File: config.mk
export PLATFORM = sky130hd
export DESIGN_NAME = sfd_ctrl
export DESIGN_NICKNAME = d
export VERILOG_FILES = /design/src/symmetric_fir_decimator_by_ten_macros.svh /design/src/sfd_pkg.sv /design/src/sfd_ctrl.sv
export SDC_FILE = /design/constraint.sdc
export NUM_CORES = 1
export LEC_CHECK = 0
export BUFFER_PORTS_ARGS = -buffer_cell sky130_fd_sc_hd__buf_4
export CAP_MARGIN = 20
export CORE_MARGIN = 1.5
export CORE_UTILIZATION = 58
export DETAILED_ROUTE_END_ITERATION = 16
export HOLD_SLACK_MARGIN = 0.05
export PLACE_DENSITY = 0.81
export RECOVER_POWER = 50
export SLEW_MARGIN = 40
export SYNTH_ARGS = -nofsm -noshare
export SYNTH_HDL_FRONTEND = slang
export SYNTH_SLANG_ARGS = --single-unit
export TNS_END_PERCENT = 1
File: constraint.sdc
create_clock -name clk -period 3.3 [get_ports clk]
set_input_delay 0.66 -clock clk [delete_from_list [all_inputs] [get_ports clk]]
set_output_delay 0.66 -clock clk [all_outputs]
set_load 0.005 [all_outputs]
File: src/symmetric_fir_decimator_by_ten_macros.svh
// Assertion macros for the symmetric FIR decimator.
// Used by the top level only; expects clk and rst in scope.
`ifndef SYMMETRIC_FIR_DECIMATOR_BY_TEN_MACROS_SVH
`define SYMMETRIC_FIR_DECIMATOR_BY_TEN_MACROS_SVH

// Consequent must hold in the same cycle as the antecedent.
`define SFD_ASSERT_SAME(label, ante, cons, msg) \
  label: assert property (@(posedge clk) disable iff (rst) (ante) |-> (cons)) \
    else $error(msg);

// Consequent must hold in the cycle after the antecedent.
`define SFD_ASSERT_NEXT(label, ante, cons, msg) \
  label: assert property (@(posedge clk) disable iff (rst) (ante) |=> (cons)) \
    else $error(msg);

`endif

File: src/sfd_pkg.sv
// Shared constants, types and coefficient ROM of the symmetric FIR decimator.
// No dependencies; the other files that use it refer to it by scoped names.
`default_nettype none

package sfd_pkg;

  localparam int SAMPLE_BITS = 24;
  localparam int HALF_TAPS   = 130;
  localparam int DECIMATION  = 10;
  localparam int NUM_TAPS    = 2 * HALF_TAPS;
  localparam int ROM_SIZE    = 130;

  localparam int COEF_BITS = 32;
  localparam int COEF_FRAC = 31;
  localparam int ACC_BITS  = 64;
  localparam int PAIR_BITS = SAMPLE_BITS + 1;
  localparam int PROD_BITS = PAIR_BITS + COEF_BITS;

  localparam int TDATA_BITS = ((SAMPLE_BITS + 7) / 8) * 8;

  localparam int ADDR_BITS  = $clog2(NUM_TAPS);
  localparam int FILL_BITS  = $clog2(NUM_TAPS + 1);
  localparam int TAP_BITS   = $clog2(HALF_TAPS + 1);
  localparam int PHASE_BITS = $clog2(DECIMATION + 1);

  localparam int ROM_SIZE_BITS = $clog2(ROM_SIZE);
  localparam int ROM_IDX_BITS  = (TAP_BITS > ROM_SIZE_BITS) ? TAP_BITS : ROM_SIZE_BITS;
  localparam int ROM_DEPTH     = 2 ** ROM_IDX_BITS;

  typedef logic signed [SAMPLE_BITS-1:0] sample_t;
  typedef logic signed [COEF_BITS-1:0]   coef_t;
  typedef coef_t                         coef_rom_t [ROM_DEPTH];

  // One tap pair issued by the sequencer to the MAC
  typedef struct packed {
    logic                valid;
    logic                first;
    logic                last;
    logic                lo_ok;
    logic                hi_ok;
    logic [TAP_BITS-1:0] tap;
  } tap_req_t;

  typedef struct packed {
    logic    valid;
    sample_t value;
  } mac_result_t;

  typedef enum logic [2:0] {
    ST_IDLE  = 3'b001,
    ST_RUN   = 3'b010,
    ST_DRAIN = 3'b100
  } seq_state_t;

  // Decimal coefficients: value = mant * 10^-(8 + exp)
  localparam int ROM_MANT [ROM_SIZE] = '{
    -221394475, -384535815, -437853414, -733722990, -914422270,
    -123938036, -149931453, -182887350, -209853868, -237086758,
    -256050523, -269085954, -270466349, -260901754, -237020460,
    -199575967, -147611397, -830789066, -754570009,  752988052,
     161596254,  246079027,  323379936,  387565407,  433107110,
     454859517,  448835693,  412364374,  344629923,  246817391,
     122360550, -231280355, -181951138, -344674597, -500592286,
    -638365628, -746739503, -815366219, -835626851, -801409710,
    -709796207, -561590364, -361609301, -118741082,  154299850,
     441516895,  724451324,  983254634,  119797245,  134993438,
     142317742,  140583271,  129129179,  107914617,  775740248,
     394305388, -453973334, -517899868, -993356573, -143926206,
    -182251318, -211168220, -227933633, -230428576, -217355182,
    -188391749, -144292321, -869178445, -191919025,  550195341,
     131105061,  203971169,  268357107,  319189206,  351942912,
     362999248,  349960895,  311909197,  249577942,  165425078,
     635925447, -502531242, -169196655, -285453256, -390836782,
    -477287639, -537430168, -565125141, -555977458, -507763680,
    -420745555, -297838403, -144616992,  308558868,  218377239,
     406116107,  581273483,  730846961,  842472258,  905277486,
     910711288,  853281188,  731155462,  546582648,  306090363,
     204397496, -295675639, -624184543, -944424327, -123412758,
    -147055937, -163174812, -169774238, -165182277, -148159964,
    -117992693, -745576526, -183624704,  494480971,  127118798,
     212343372,  302354842,  394042134,  484087914,  569119937,
     645869150,  711325034,  762880817,  798460468,  816620364
  };

  localparam int ROM_EXP [ROM_SIZE] = '{
    5, 5, 5, 5, 5,  4, 4, 4, 4, 4,
    4, 4, 4, 4, 4,  4, 4, 5, 6, 5,
    4, 4, 4, 4, 4,  4, 4, 4, 4, 4,
    4, 5, 4, 4, 4,  4, 4, 4, 4, 4,
    4, 4, 4, 4, 4,  4, 4, 4, 3, 3,
    3, 3, 3, 3, 4,  4, 5, 4, 4, 3,
    3, 3, 3, 3, 3,  3, 3, 4, 4, 4,
    3, 3, 3, 3, 3,  3, 3, 3, 3, 3,
    4, 4, 3, 3, 3,  3, 3, 3, 3, 3,
    3, 3, 3, 4, 3,  3, 3, 3, 3, 3,
    3, 3, 3, 3, 3,  4, 3, 3, 3, 2,
    2, 2, 2, 2, 2,  2, 3, 3, 3, 2,
    2, 2, 2, 2, 2,  2, 2, 2, 2, 2
  };

  // Round to Q0.31, half away from zero; entries past the source list are zero
  function automatic coef_rom_t build_coef_rom();
    coef_rom_t   rom;
    logic [63:0] mag;
    logic [63:0] q;
    logic        neg;
    int          k;
    for (k = 0; k < ROM_DEPTH; k++) begin
      rom[k] = '0;
      if (k < ROM_SIZE) begin
        neg = (ROM_MANT[k] < 0);
        mag = neg ? 64'(-ROM_MANT[k]) : 64'(ROM_MANT[k]);
        case (ROM_EXP[k])
          2:       q = ((mag << 31) + 64'd5000000000) / 64'd10000000000;
          3:       q = ((mag << 31) + 64'd50000000000) / 64'd100000000000;
          4:       q = ((mag << 31) + 64'd500000000000) / 64'd1000000000000;
          5:       q = ((mag << 31) + 64'd5000000000000) / 64'd10000000000000;
          6:       q = ((mag << 31) + 64'd50000000000000) / 64'd100000000000000;
          default: q = '0;
        endcase
        rom[k] = neg ? -COEF_BITS'(q) : COEF_BITS'(q);
      end
    end
    return rom;
  endfunction

  localparam coef_rom_t COEF_ROM = build_coef_rom();

endpackage

`default_nettype wire

File: src/sfd_ctrl.sv
// Sequencer: circular write pointer, fill count, decimation phase and the
// walk over tap pairs. Depends on sfd_pkg.
`default_nettype none

module sfd_ctrl (
  input  wire logic                            clk,
  input  wire logic                            rst,
  input  wire logic                            in_valid,
  input  wire logic                            out_busy,
  input  wire logic                            done,
  output logic                                 ready,
  output logic                                 wr_en,
  output logic [sfd_pkg::ADDR_BITS-1:0]        wr_addr,
  output logic [sfd_pkg::ADDR_BITS-1:0]        rd_addr_lo,
  output logic [sfd_pkg::ADDR_BITS-1:0]        rd_addr_hi,
  output sfd_pkg::tap_req_t                    tap_req
);

  localparam int AB  = sfd_pkg::ADDR_BITS;
  localparam int FB  = sfd_pkg::FILL_BITS;
  localparam int TB  = sfd_pkg::TAP_BITS;
  localparam int PHB = sfd_pkg::PHASE_BITS;

  sfd_pkg::seq_state_t state;
  logic [AB-1:0]       wr_ptr;
  logic [FB-1:0]       fill;
  logic [PHB-1:0]      phase;
  logic [TB-1:0]       tap;
  logic [AB-1:0]       lo_addr;
  logic [AB-1:0]       hi_addr;
  logic                accept;
  logic                phase_last;
  logic                tap_last;

  function automatic logic [AB-1:0] addr_inc(input logic [AB-1:0] a);
    return (a == AB'(sfd_pkg::NUM_TAPS - 1)) ? '0 : a + 1'b1;
  endfunction

  function automatic logic [AB-1:0] addr_dec(input logic [AB-1:0] a);
    return (a == '0) ? AB'(sfd_pkg::NUM_TAPS - 1) : a - 1'b1;
  endfunction

  assign phase_last = (phase == PHB'(sfd_pkg::DECIMATION - 1));
  assign tap_last   = (tap == TB'(sfd_pkg::HALF_TAPS - 1));

  // Hold off a sample that would start a sum while the last result is still unread
  assign ready  = (state == sfd_pkg::ST_IDLE) && !(phase_last && out_busy);
  assign accept = in_valid && ready;

  assign wr_en      = accept;
  assign wr_addr    = wr_ptr;
  assign rd_addr_lo = lo_addr;
  assign rd_addr_hi = hi_addr;

  // An entry older than the fill count was never written and reads as zero
  always_comb begin
    tap_req.valid = (state == sfd_pkg::ST_RUN);
    tap_req.first = (tap == '0);
    tap_req.last  = tap_last;
    tap_req.hi_ok = (FB'(tap) < fill);
    tap_req.lo_ok = ((FB'(sfd_pkg::NUM_TAPS - 1) - FB'(tap)) < fill);
    tap_req.tap   = tap;
  end

  always_ff @(posedge clk) begin
    if (rst) begin
      state   <= sfd_pkg::ST_IDLE;
      wr_ptr  <= '0;
      fill    <= '0;
      phase   <= '0;
      tap     <= '0;
      lo_addr <= '0;
      hi_addr <= '0;
    end else begin
      case (state)
        sfd_pkg::ST_IDLE: begin
          if (accept) begin
            wr_ptr <= addr_inc(wr_ptr);
            if (fill != FB'(sfd_pkg::NUM_TAPS)) begin
              fill <= fill + 1'b1;
            end
            if (phase_last) begin
              // oldest sits just past the new sample, newest at it
              phase   <= '0;
              tap     <= '0;
              lo_addr <= addr_inc(wr_ptr);
              hi_addr <= wr_ptr;
              state   <= sfd_pkg::ST_RUN;
            end else begin
              phase <= phase + 1'b1;
            end
          end
        end
        sfd_pkg::ST_RUN: begin
          lo_addr <= addr_inc(lo_addr);
          hi_addr <= addr_dec(hi_addr);
          tap     <= tap + 1'b1;
          if (tap_last) begin
            state <= sfd_pkg::ST_DRAIN;
          end
        end
        sfd_pkg::ST_DRAIN: begin
          if (done) begin
            state <= sfd_pkg::ST_IDLE;
          end
        end
        default: begin
          state <= sfd_pkg::ST_IDLE;
        end
      endcase
    end
  end

endmodule

`default_nettype wire

# After elaboration in Yosys (flattened, before gate mapping)
# Index checks and enable logic that the tools add are counted.
# word_totals
regBits	51
latch_bits	0
ramBits	0
mem_bits_ro	0
in_bits	5
wordCells	57
mem_count	0
# classes
n_addsub	7
multipliers	0
div_mod_pow	0
order_cmp	2
eq_ne	12
shifts	0
n_mux	18
bitwise_logic	0
n_reduce_logical	11
# ops
cell	count
9-bit 2-to-1 mux	7
9-bit one-hot mux with 2 select lines	2
9-bit by 1-bit adder with 9-bit output, second input constant	3
9-bit equality test, second input constant	2
8-bit 2-to-1 mux	2
8-bit one-hot mux with 2 select lines	1
3-bit 2-to-1 mux	4
9-bit logical NOT	1
8-bit by 9-bit less-than comparator with 1-bit output	1
9-bit less-than comparator	1
9-bit != test, second input constant	1
3-bit one-hot mux with 3 select lines	1
9-bit by 1-bit subtractor with 9-bit output, second input constant	1
9-bit by 8-bit subtractor with 9-bit output, first input constant	1
8-bit by 1-bit adder with 8-bit output, second input constant	1
8-bit equality test, second input constant	1
8-bit logical NOT	1
2-bit != test, second input constant	3
3-bit AND reduction	2
4-bit by 1-bit adder with 4-bit output, second input constant	1
4-bit equality test, second input constant	1
4-bit 2-to-1 mux	1
4-bit AND reduction	1
3-bit by 1-bit equality test with 1-bit output, second input constant	1
7 further kinds	9

# Logic depth before layout (Yosys ltp)
# Gate-level depths: netlist of run 1.
# logic_depth
depth_word	7
mapped_depth	9
mapped_depth_nobuf	9

# Least setup slack after synthesis of run 1
# OpenSTA, ideal clock, no wires.
# synth_path
path_kind	reg2out
startpoint	register tap[2]
endpoint	output tap_req[9] (netlist bit)
t_arrival_ns	2.202
setup_slack_ns	0.438
stages_incl_launch_ff	10
path_buffers	0
cell_sequence	dfxtp_1 > inv_1 > ha_1 > or3b_2 > xor2_1 > ha_1 > o21a_1 > o21a_1 > o31a_1 > a311oi_1
# synth_rtl
element	line	rtl
from (decl)	sfd_ctrl.sv:28	logic [TB-1:0] tap;
from (signal assigned)	sfd_ctrl.sv:97	tap <= tap + 1'b1;
to (decl)	sfd_ctrl.sv:16	output sfd_pkg::tap_req_t tap_req

==> results.cfg, run 1 <==
[setup_path]
r2r_slack_ns = 0.99
crit_chain = inv_2 > ha_2 > or3b_4 > xor2_1 > ha_1 > o21a_1 > o21a_1 > o31a_1 > a311oi_1 > buf_4
worst_setup_path_end_kind = output port
critPathMostFrequentCell = o21a_1
worstPathRequired_ns = 2.64
r2r_cells = 6
slowest_delay_ns = 0.40
crit_type = register to output port
crit_fanout = 3
r2r_start = state[1]
regToRegEndpoint = rd_addr_lo[6]
cp.arrival_ns = 2.57
slowest_stage = or3b_4
critPathLaunchType = register

[yosys]
synth-seq-cells = 51
syn_inst = 413
yosysUniqueCellTypes = 58
yosysWarnings = 0
async_reset_ff_frac = 0
ys_seq_area_frac = 0.312
synth_flop_cell = dfxtp_1
synthTopCellsByArea = dfxtp_1, ha_1, xnor2_1
synth_common_cells = nor2_1, dfxtp_1, nand2_1
synth_fp_nets = 442
synth_most_common_cell = nor2_1
synth.avg_cell_area_um2 = 7.92
synth_edf_count = 0
synth_area_um2 = 3270
netlist.area_leader.share = 0.312
synth_top_area_cell = dfxtp_1

[clock_tree]
cts_buffers = 5
cts_sinks = 51
clk_path_buf_depth = 2
cts_root_buffer = clkbuf_8
cts_hold_buf = 0
cts_tree = yes
htree_levels = 2
postCtsSetupBuffers = 0
clkTransAtPathRegs_ns = 0.10
clk_latency_ns = 0.32

[detailed_routing]
routedWlPerCell_um = 15.7
via_per_inst = 6.09
post-route-drc-count = 0
vias = 3196
wirelength_um = 8220
dr.pass1.iters = 5
drt-initial-drc-count = 341
postRouteAntennaNets = 0

[pwr]
intPower_w = 0.000896
power_frac_seq = 0.542
p_leak_nw = 1.46
p_comb_frac = 0.058
netSwitchingPower_w = 0.000270
pwr-share-clk = 0.400
p_sw_frac = 0.231
powerDensity_nw_per_um2 = 308
finalPower_w = 0.00117
irDropWorstVdd_v = 0.000248

[finish]
nets = 481
layout-drive-gt1-share = 0.159
areaGrowthSynthToFinish_pct = 15.6
final_util = 0.691
antenna_cells = 0
instances_no_fill = 525

[global_route]
grt_max_degree = 48
grt_pass1_vias = 2875
grt_first_pass_wirelength_um = 13700
grt_usage = 0.280
overflow = 0
antenna_found_initial = 0

[die]
core-area_um2 = 5470
ios = 47
initial_core_util = 0.598
chipHeight_um = 78.1
die_area_um2 = 6100
rows = 27
die_w_um = 78.1

[timing]
relSlewSlack = 0.504
clock.fmax_mhz = 310
rsz0062_at_grt = false
worst_clock_skew_ns = 0.00928
fin_tns_setup_ns = 0
fin_ws_ns = 0.0741
hold_viol = 0
period_needed_ns = 3.23
maxSlewViolCount = 0
tightestPinTransition_ns = 0.735
fin_crit_sh = 0.978
setup_viol = 0

[place]
io_buffers = 46
place.gp.congestion = 0.915
dp_cells = 517
dp_slack_ns = 0.283
dp_hpwl_um = 5850

[run_status]
status = finished, final reports clean

[hold_path]
hold_class = register to register
holdCritStartpoint = fill[1]
holdPathEnd = fill[1]
hold_depth = 2

[flow_run]
cap_violations = 0
-- power groups by stage --
stage	clock, W	sequential (W)	combinational, W
2_1_floorplan	0	0.000643	0.0000447
3_3_place_gp	0	0.000646	0.0000642
3_5_place_dp	0	0.000646	0.0000664
4_1_cts	0.000473	0.000632	0.0000669
5_1_grt	0.000501	0.000633	0.0000752
6_report	0.000467	0.000632	0.0000671
-- cell families after synthesis --
kind of cell             count (synthesis)  synth area share
AND/OR/NAND/NOR                        167             0.260
adder cells (fa/ha/maj)                 24            0.0918
XOR/XNOR                                28            0.0750
multiplexers                             2           0.00612
buffers and inverters                   44            0.0562
flip-flops                              51             0.312
AO/OA/AOI/OAI                           97             0.199
-- registers in the layout (all words and copies together) (netlist names) --
signal / flops
rd_addr_lo: 9
phase: 4
tap: 8
fill: 9
state: 3
rd_addr_hi: 9
wr_addr: 9
-- cell usage in the layout, fill, tap and decap left out, types with 14 or more instances in the layout --
cell type and n:
a21oi_1 29, buf_4 18, clkbuf_4 32, dfxtp_1 50, ha_1 23, inv_1 23
nand2_1 36, nor2_1 52, nor3_1 14, o21ai_0 19, xnor2_1 25
-- area by class of cell --
cell class / instances / area [µm²]
multi-input combinational: 318 / 2080
fill: 461 / 1690
sequential: 51 / 1020
timing repair buffer: 52 / 383
inverter: 24 / 90.1
tap: 72 / 90.1
clock buffer: 6 / 82.6
clock inverter: 2 / 35.0
-- metrics by stage --
step / hold slack (ns) / area (µm²)
floorplan: 0.466 / 3270
global placement: 0.480 / 3660
detailed placement: 0.495 / 3660
CTS: 0.510 / 3780
global route: 0.538 / 3780
finish: 0.500 / 3780
-- routing by layer --
metal | track usage | wire, µm
met1 | 0.386 | 3640
met5 | 0 | 0
met3 | 0.0512 | 585
met2 | 0.440 | 3870
met4 | 0.0946 | 130
-- how the worst max path moves through the flow --
| stage | end | slack (ns) | cells after the start | start |
|---|---|---|---|---|
| floorplan | tap_req[9] | 0.44 | 9 | tap[2] |
| global placement | tap_req[9] | 0.34 | 10 | tap[2] |
| detailed placement | tap_req[9] | 0.28 | 10 | tap[2] |
| CTS | tap_req[9] | 0.02 | 10 | tap[2] |
| global route | tap_req[9] | 0.01 | 10 | tap[2] |
| finish | tap_req[9] | 0.07 | 10 | tap[2] |
-- worst max-delay path, delay by kind of cell, from the launching register on --
family / cells / cell delay, ns
AO/OA/AOI/OAI: 4 / 0.65
XOR/XNOR: 1 / 0.16
adder cells (fa/ha/maj): 2 / 0.47
buffers and inverters: 2 / 0.22
flip-flops: 1 / 0.34
AND/OR/NAND/NOR: 1 / 0.40
-- what timing repair did --
action | CTS | global route
gates resized for setup | 1 | 4
endpoints found under the hold margin | 0 | 0
endpoints found under the setup margin | 1 | 1
gates cloned | 0 | 0
pin swaps | 0 | 1
(Power assumes the default switching activity.)
==> inputs of run 2 (changes only) <==
--- a/config.mk
+++ b/config.mk
@@ -5,13 +5,14 @@
 export SDC_FILE = /design/constraint.sdc
 export NUM_CORES = 1
 export LEC_CHECK = 0
-export BUFFER_PORTS_ARGS = -buffer_cell sky130_fd_sc_hd__buf_4
+export ABC_AREA = 1
+export BUFFER_PORTS_ARGS = -buffer_cell sky130_fd_sc_hd__buf_2
 export CAP_MARGIN = 20
 export CORE_MARGIN = 1.5
 export CORE_UTILIZATION = 58
 export DETAILED_ROUTE_END_ITERATION = 16
 export HOLD_SLACK_MARGIN = 0.05
-export PLACE_DENSITY = 0.81
+export PLACE_DENSITY = 0.8
 export RECOVER_POWER = 50
 export SLEW_MARGIN = 40
 export SYNTH_ARGS = -nofsm -noshare
==> results.cfg, run 2 <==
[finish]
antenna_cells = 0
mostFrequentLayoutCells = nand2_1, nor2_1, inv_1, dfxtp_1, nand3_1
areaGrowthSynthToFinish_pct = 8.79
layout-drive-gt1-share = 0.112
final_util = 0.657
nFillCells = 556
nets = 591
seq_area_um2 = 1020
final_common_cell = nand2_1
multi_input_area_um2 = 2180
instances_no_fill = 638

[setup_path]
worst_setup_path_end_kind = output port
worstPathRequired_ns = 2.64
setup.worst_path.start = tap[2]
cp.arrival_ns = 2.37
r2r_start = state[0]
crit_fanout = 7
crit_type = register to output port
critPathLaunchType = register

[detailed_routing]
via_per_inst = 5.65
drt-initial-drc-count = 138
wirelength_um = 8630
post-route-drc-count = 0
vias = 3602
routedWlPerCell_um = 13.5
dr.pass1.iters = 5
postRouteAntennaNets = 0

[pwr]
finalPower_w = 0.00127
irDropWorstVdd_v = 0.000182
p_leak_nw = 1.80
powerDensity_nw_per_um2 = 326

[yosys]
synth_area_um2 = 3570
async_reset_ff_frac = 0
yosysWarnings = 0
yosysUniqueCellTypes = 39
synth_most_common_cell = nand2_1
ys_seq_area_frac = 0.286
syn_inst = 527
netlist.area_leader.share = 0.286
synth_flop_cell = dfxtp_1
synth_common_cells = nand2_1, nor2_1, inv_1
synth_fp_nets = 556
synth.avg_cell_area_um2 = 6.78
synth-seq-cells = 51
synthTopCellsByArea = dfxtp_1, nand2_1, ha_1
synth_edf_count = 0
synth_top_area_cell = dfxtp_1

[place]
io_buffers = 46
dp_cells = 630
place.gp.congestion = 0.876
dp_hpwl_um = 6220

[clock_tree]
clk_latency_ns = 0.30
cts_resized = 0
cts_hold_buf = 0
cts_root_buffer = clkbuf_8
postCtsSetupBuffers = 0
cts_buffers = 5
clkTransAtPathRegs_ns = 0.09
htree_levels = 2
clk_path_buf_depth = 2
cts_tree = yes
cts_sinks = 51

[run_status]
status = finished, final reports clean

[hold_path]
holdCritStartpoint = phase[2]
hold_class = register to register

[timing]
whs_ns = 0.494
setup_viol = 0
relSlewSlack = 0.202
period_needed_ns = 3.03
hold_viol = 0
tightestPinTransition_ns = 1.20
rsz0062_at_grt = false
maxSlewViolCount = 0
worst_clock_skew_ns = 0.00500
fin_tns_setup_ns = 0
clock.fmax_mhz = 331
fin_crit_sh = 0.917

[global_route]
grt_pass1_vias = 3178
antenna_found_initial = 0
overflow = 0
grt_max_degree = 31
grt_first_pass_wirelength_um = 14400
grt_usage = 0.276

[die]
rows = 28
die_area_um2 = 6640
die_w_um = 81.5
initial_core_util = 0.604
ios = 47
chipHeight_um = 81.5
core-area_um2 = 5920

[flow_run]
cap_violations = 0
[run 2: worst paths after layout]
check | to | cells after the start | slack (ns)
min reg2reg | phase[2] | 2 | 0.49
min | phase[2] | 2 | 0.49
max reg2reg | rd_addr_hi[0] | 8 | 1.44
max | tap_req[9] | 9 | 0.27
[run 2: area by class of cell]
class / count / area share
inverters: 59 / 0.0602
multi-input cells: 397 / 0.561
well taps: 75 / 0.0241
flip-flops and latches: 51 / 0.263
repair buffers: 48 / 0.0579
clock buffers: 6 / 0.0187
clock inverters: 2 / 0.0154
[run 2: cells by family (layout without fill, tap and decap cells)]
group           Yosys count  in the layout  synth area share
flops                    51             51             0.286
buf+inv                  79            115             0.104
compound gates           90             90             0.143
xor+xnor                 20             20            0.0490
fa+ha+maj                24             24            0.0840
simple gates            263            263             0.335
[run 2: critical path, cell delays in order, from the launching register on]
cell and delay (ns):
dfxtp_1 0.47, inv_1 0.10, ha_1 0.26, nand3_1 0.13
nor2_1 0.06, ha_1 0.33, nand4_1 0.14, a2111oi_0 0.35
nor2_1 0.09, buf_2 0.14
[run 2: stage by stage]
step                      instance area, µm²  setup WS (ns)
final                                   3890          0.275
after global routing                    3890          0.117
after CTS                               3910          0.281
after detailed placement                3770          0.635
after global placement                  3770          0.756
after floorplan                         3570          0.939
[run 2: where the power goes]
| group | switching [W] | internal (W) | leakage (nW) |
|---|---|---|---|
| Combinational | 0.0000666 | 0.0000367 | 1.32 |
| Clock | 0.000213 | 0.000303 | 0.0654 |
| Sequential | 0.0000203 | 0.000627 | 0.414 |
[run 2: per-layer routing]
| layer | vias up | wire, µm | track usage |
|---|---|---|---|
| met2 | 121 | 4270 | 0.484 |
| met5 | - | 0 | 0 |
| met1 | 1663 | 3720 | 0.340 |
| li1 | 1794 | - | - |
| met4 | 0 | 178 | 0.0948 |
| met3 | 24 | 469 | 0.0467 |
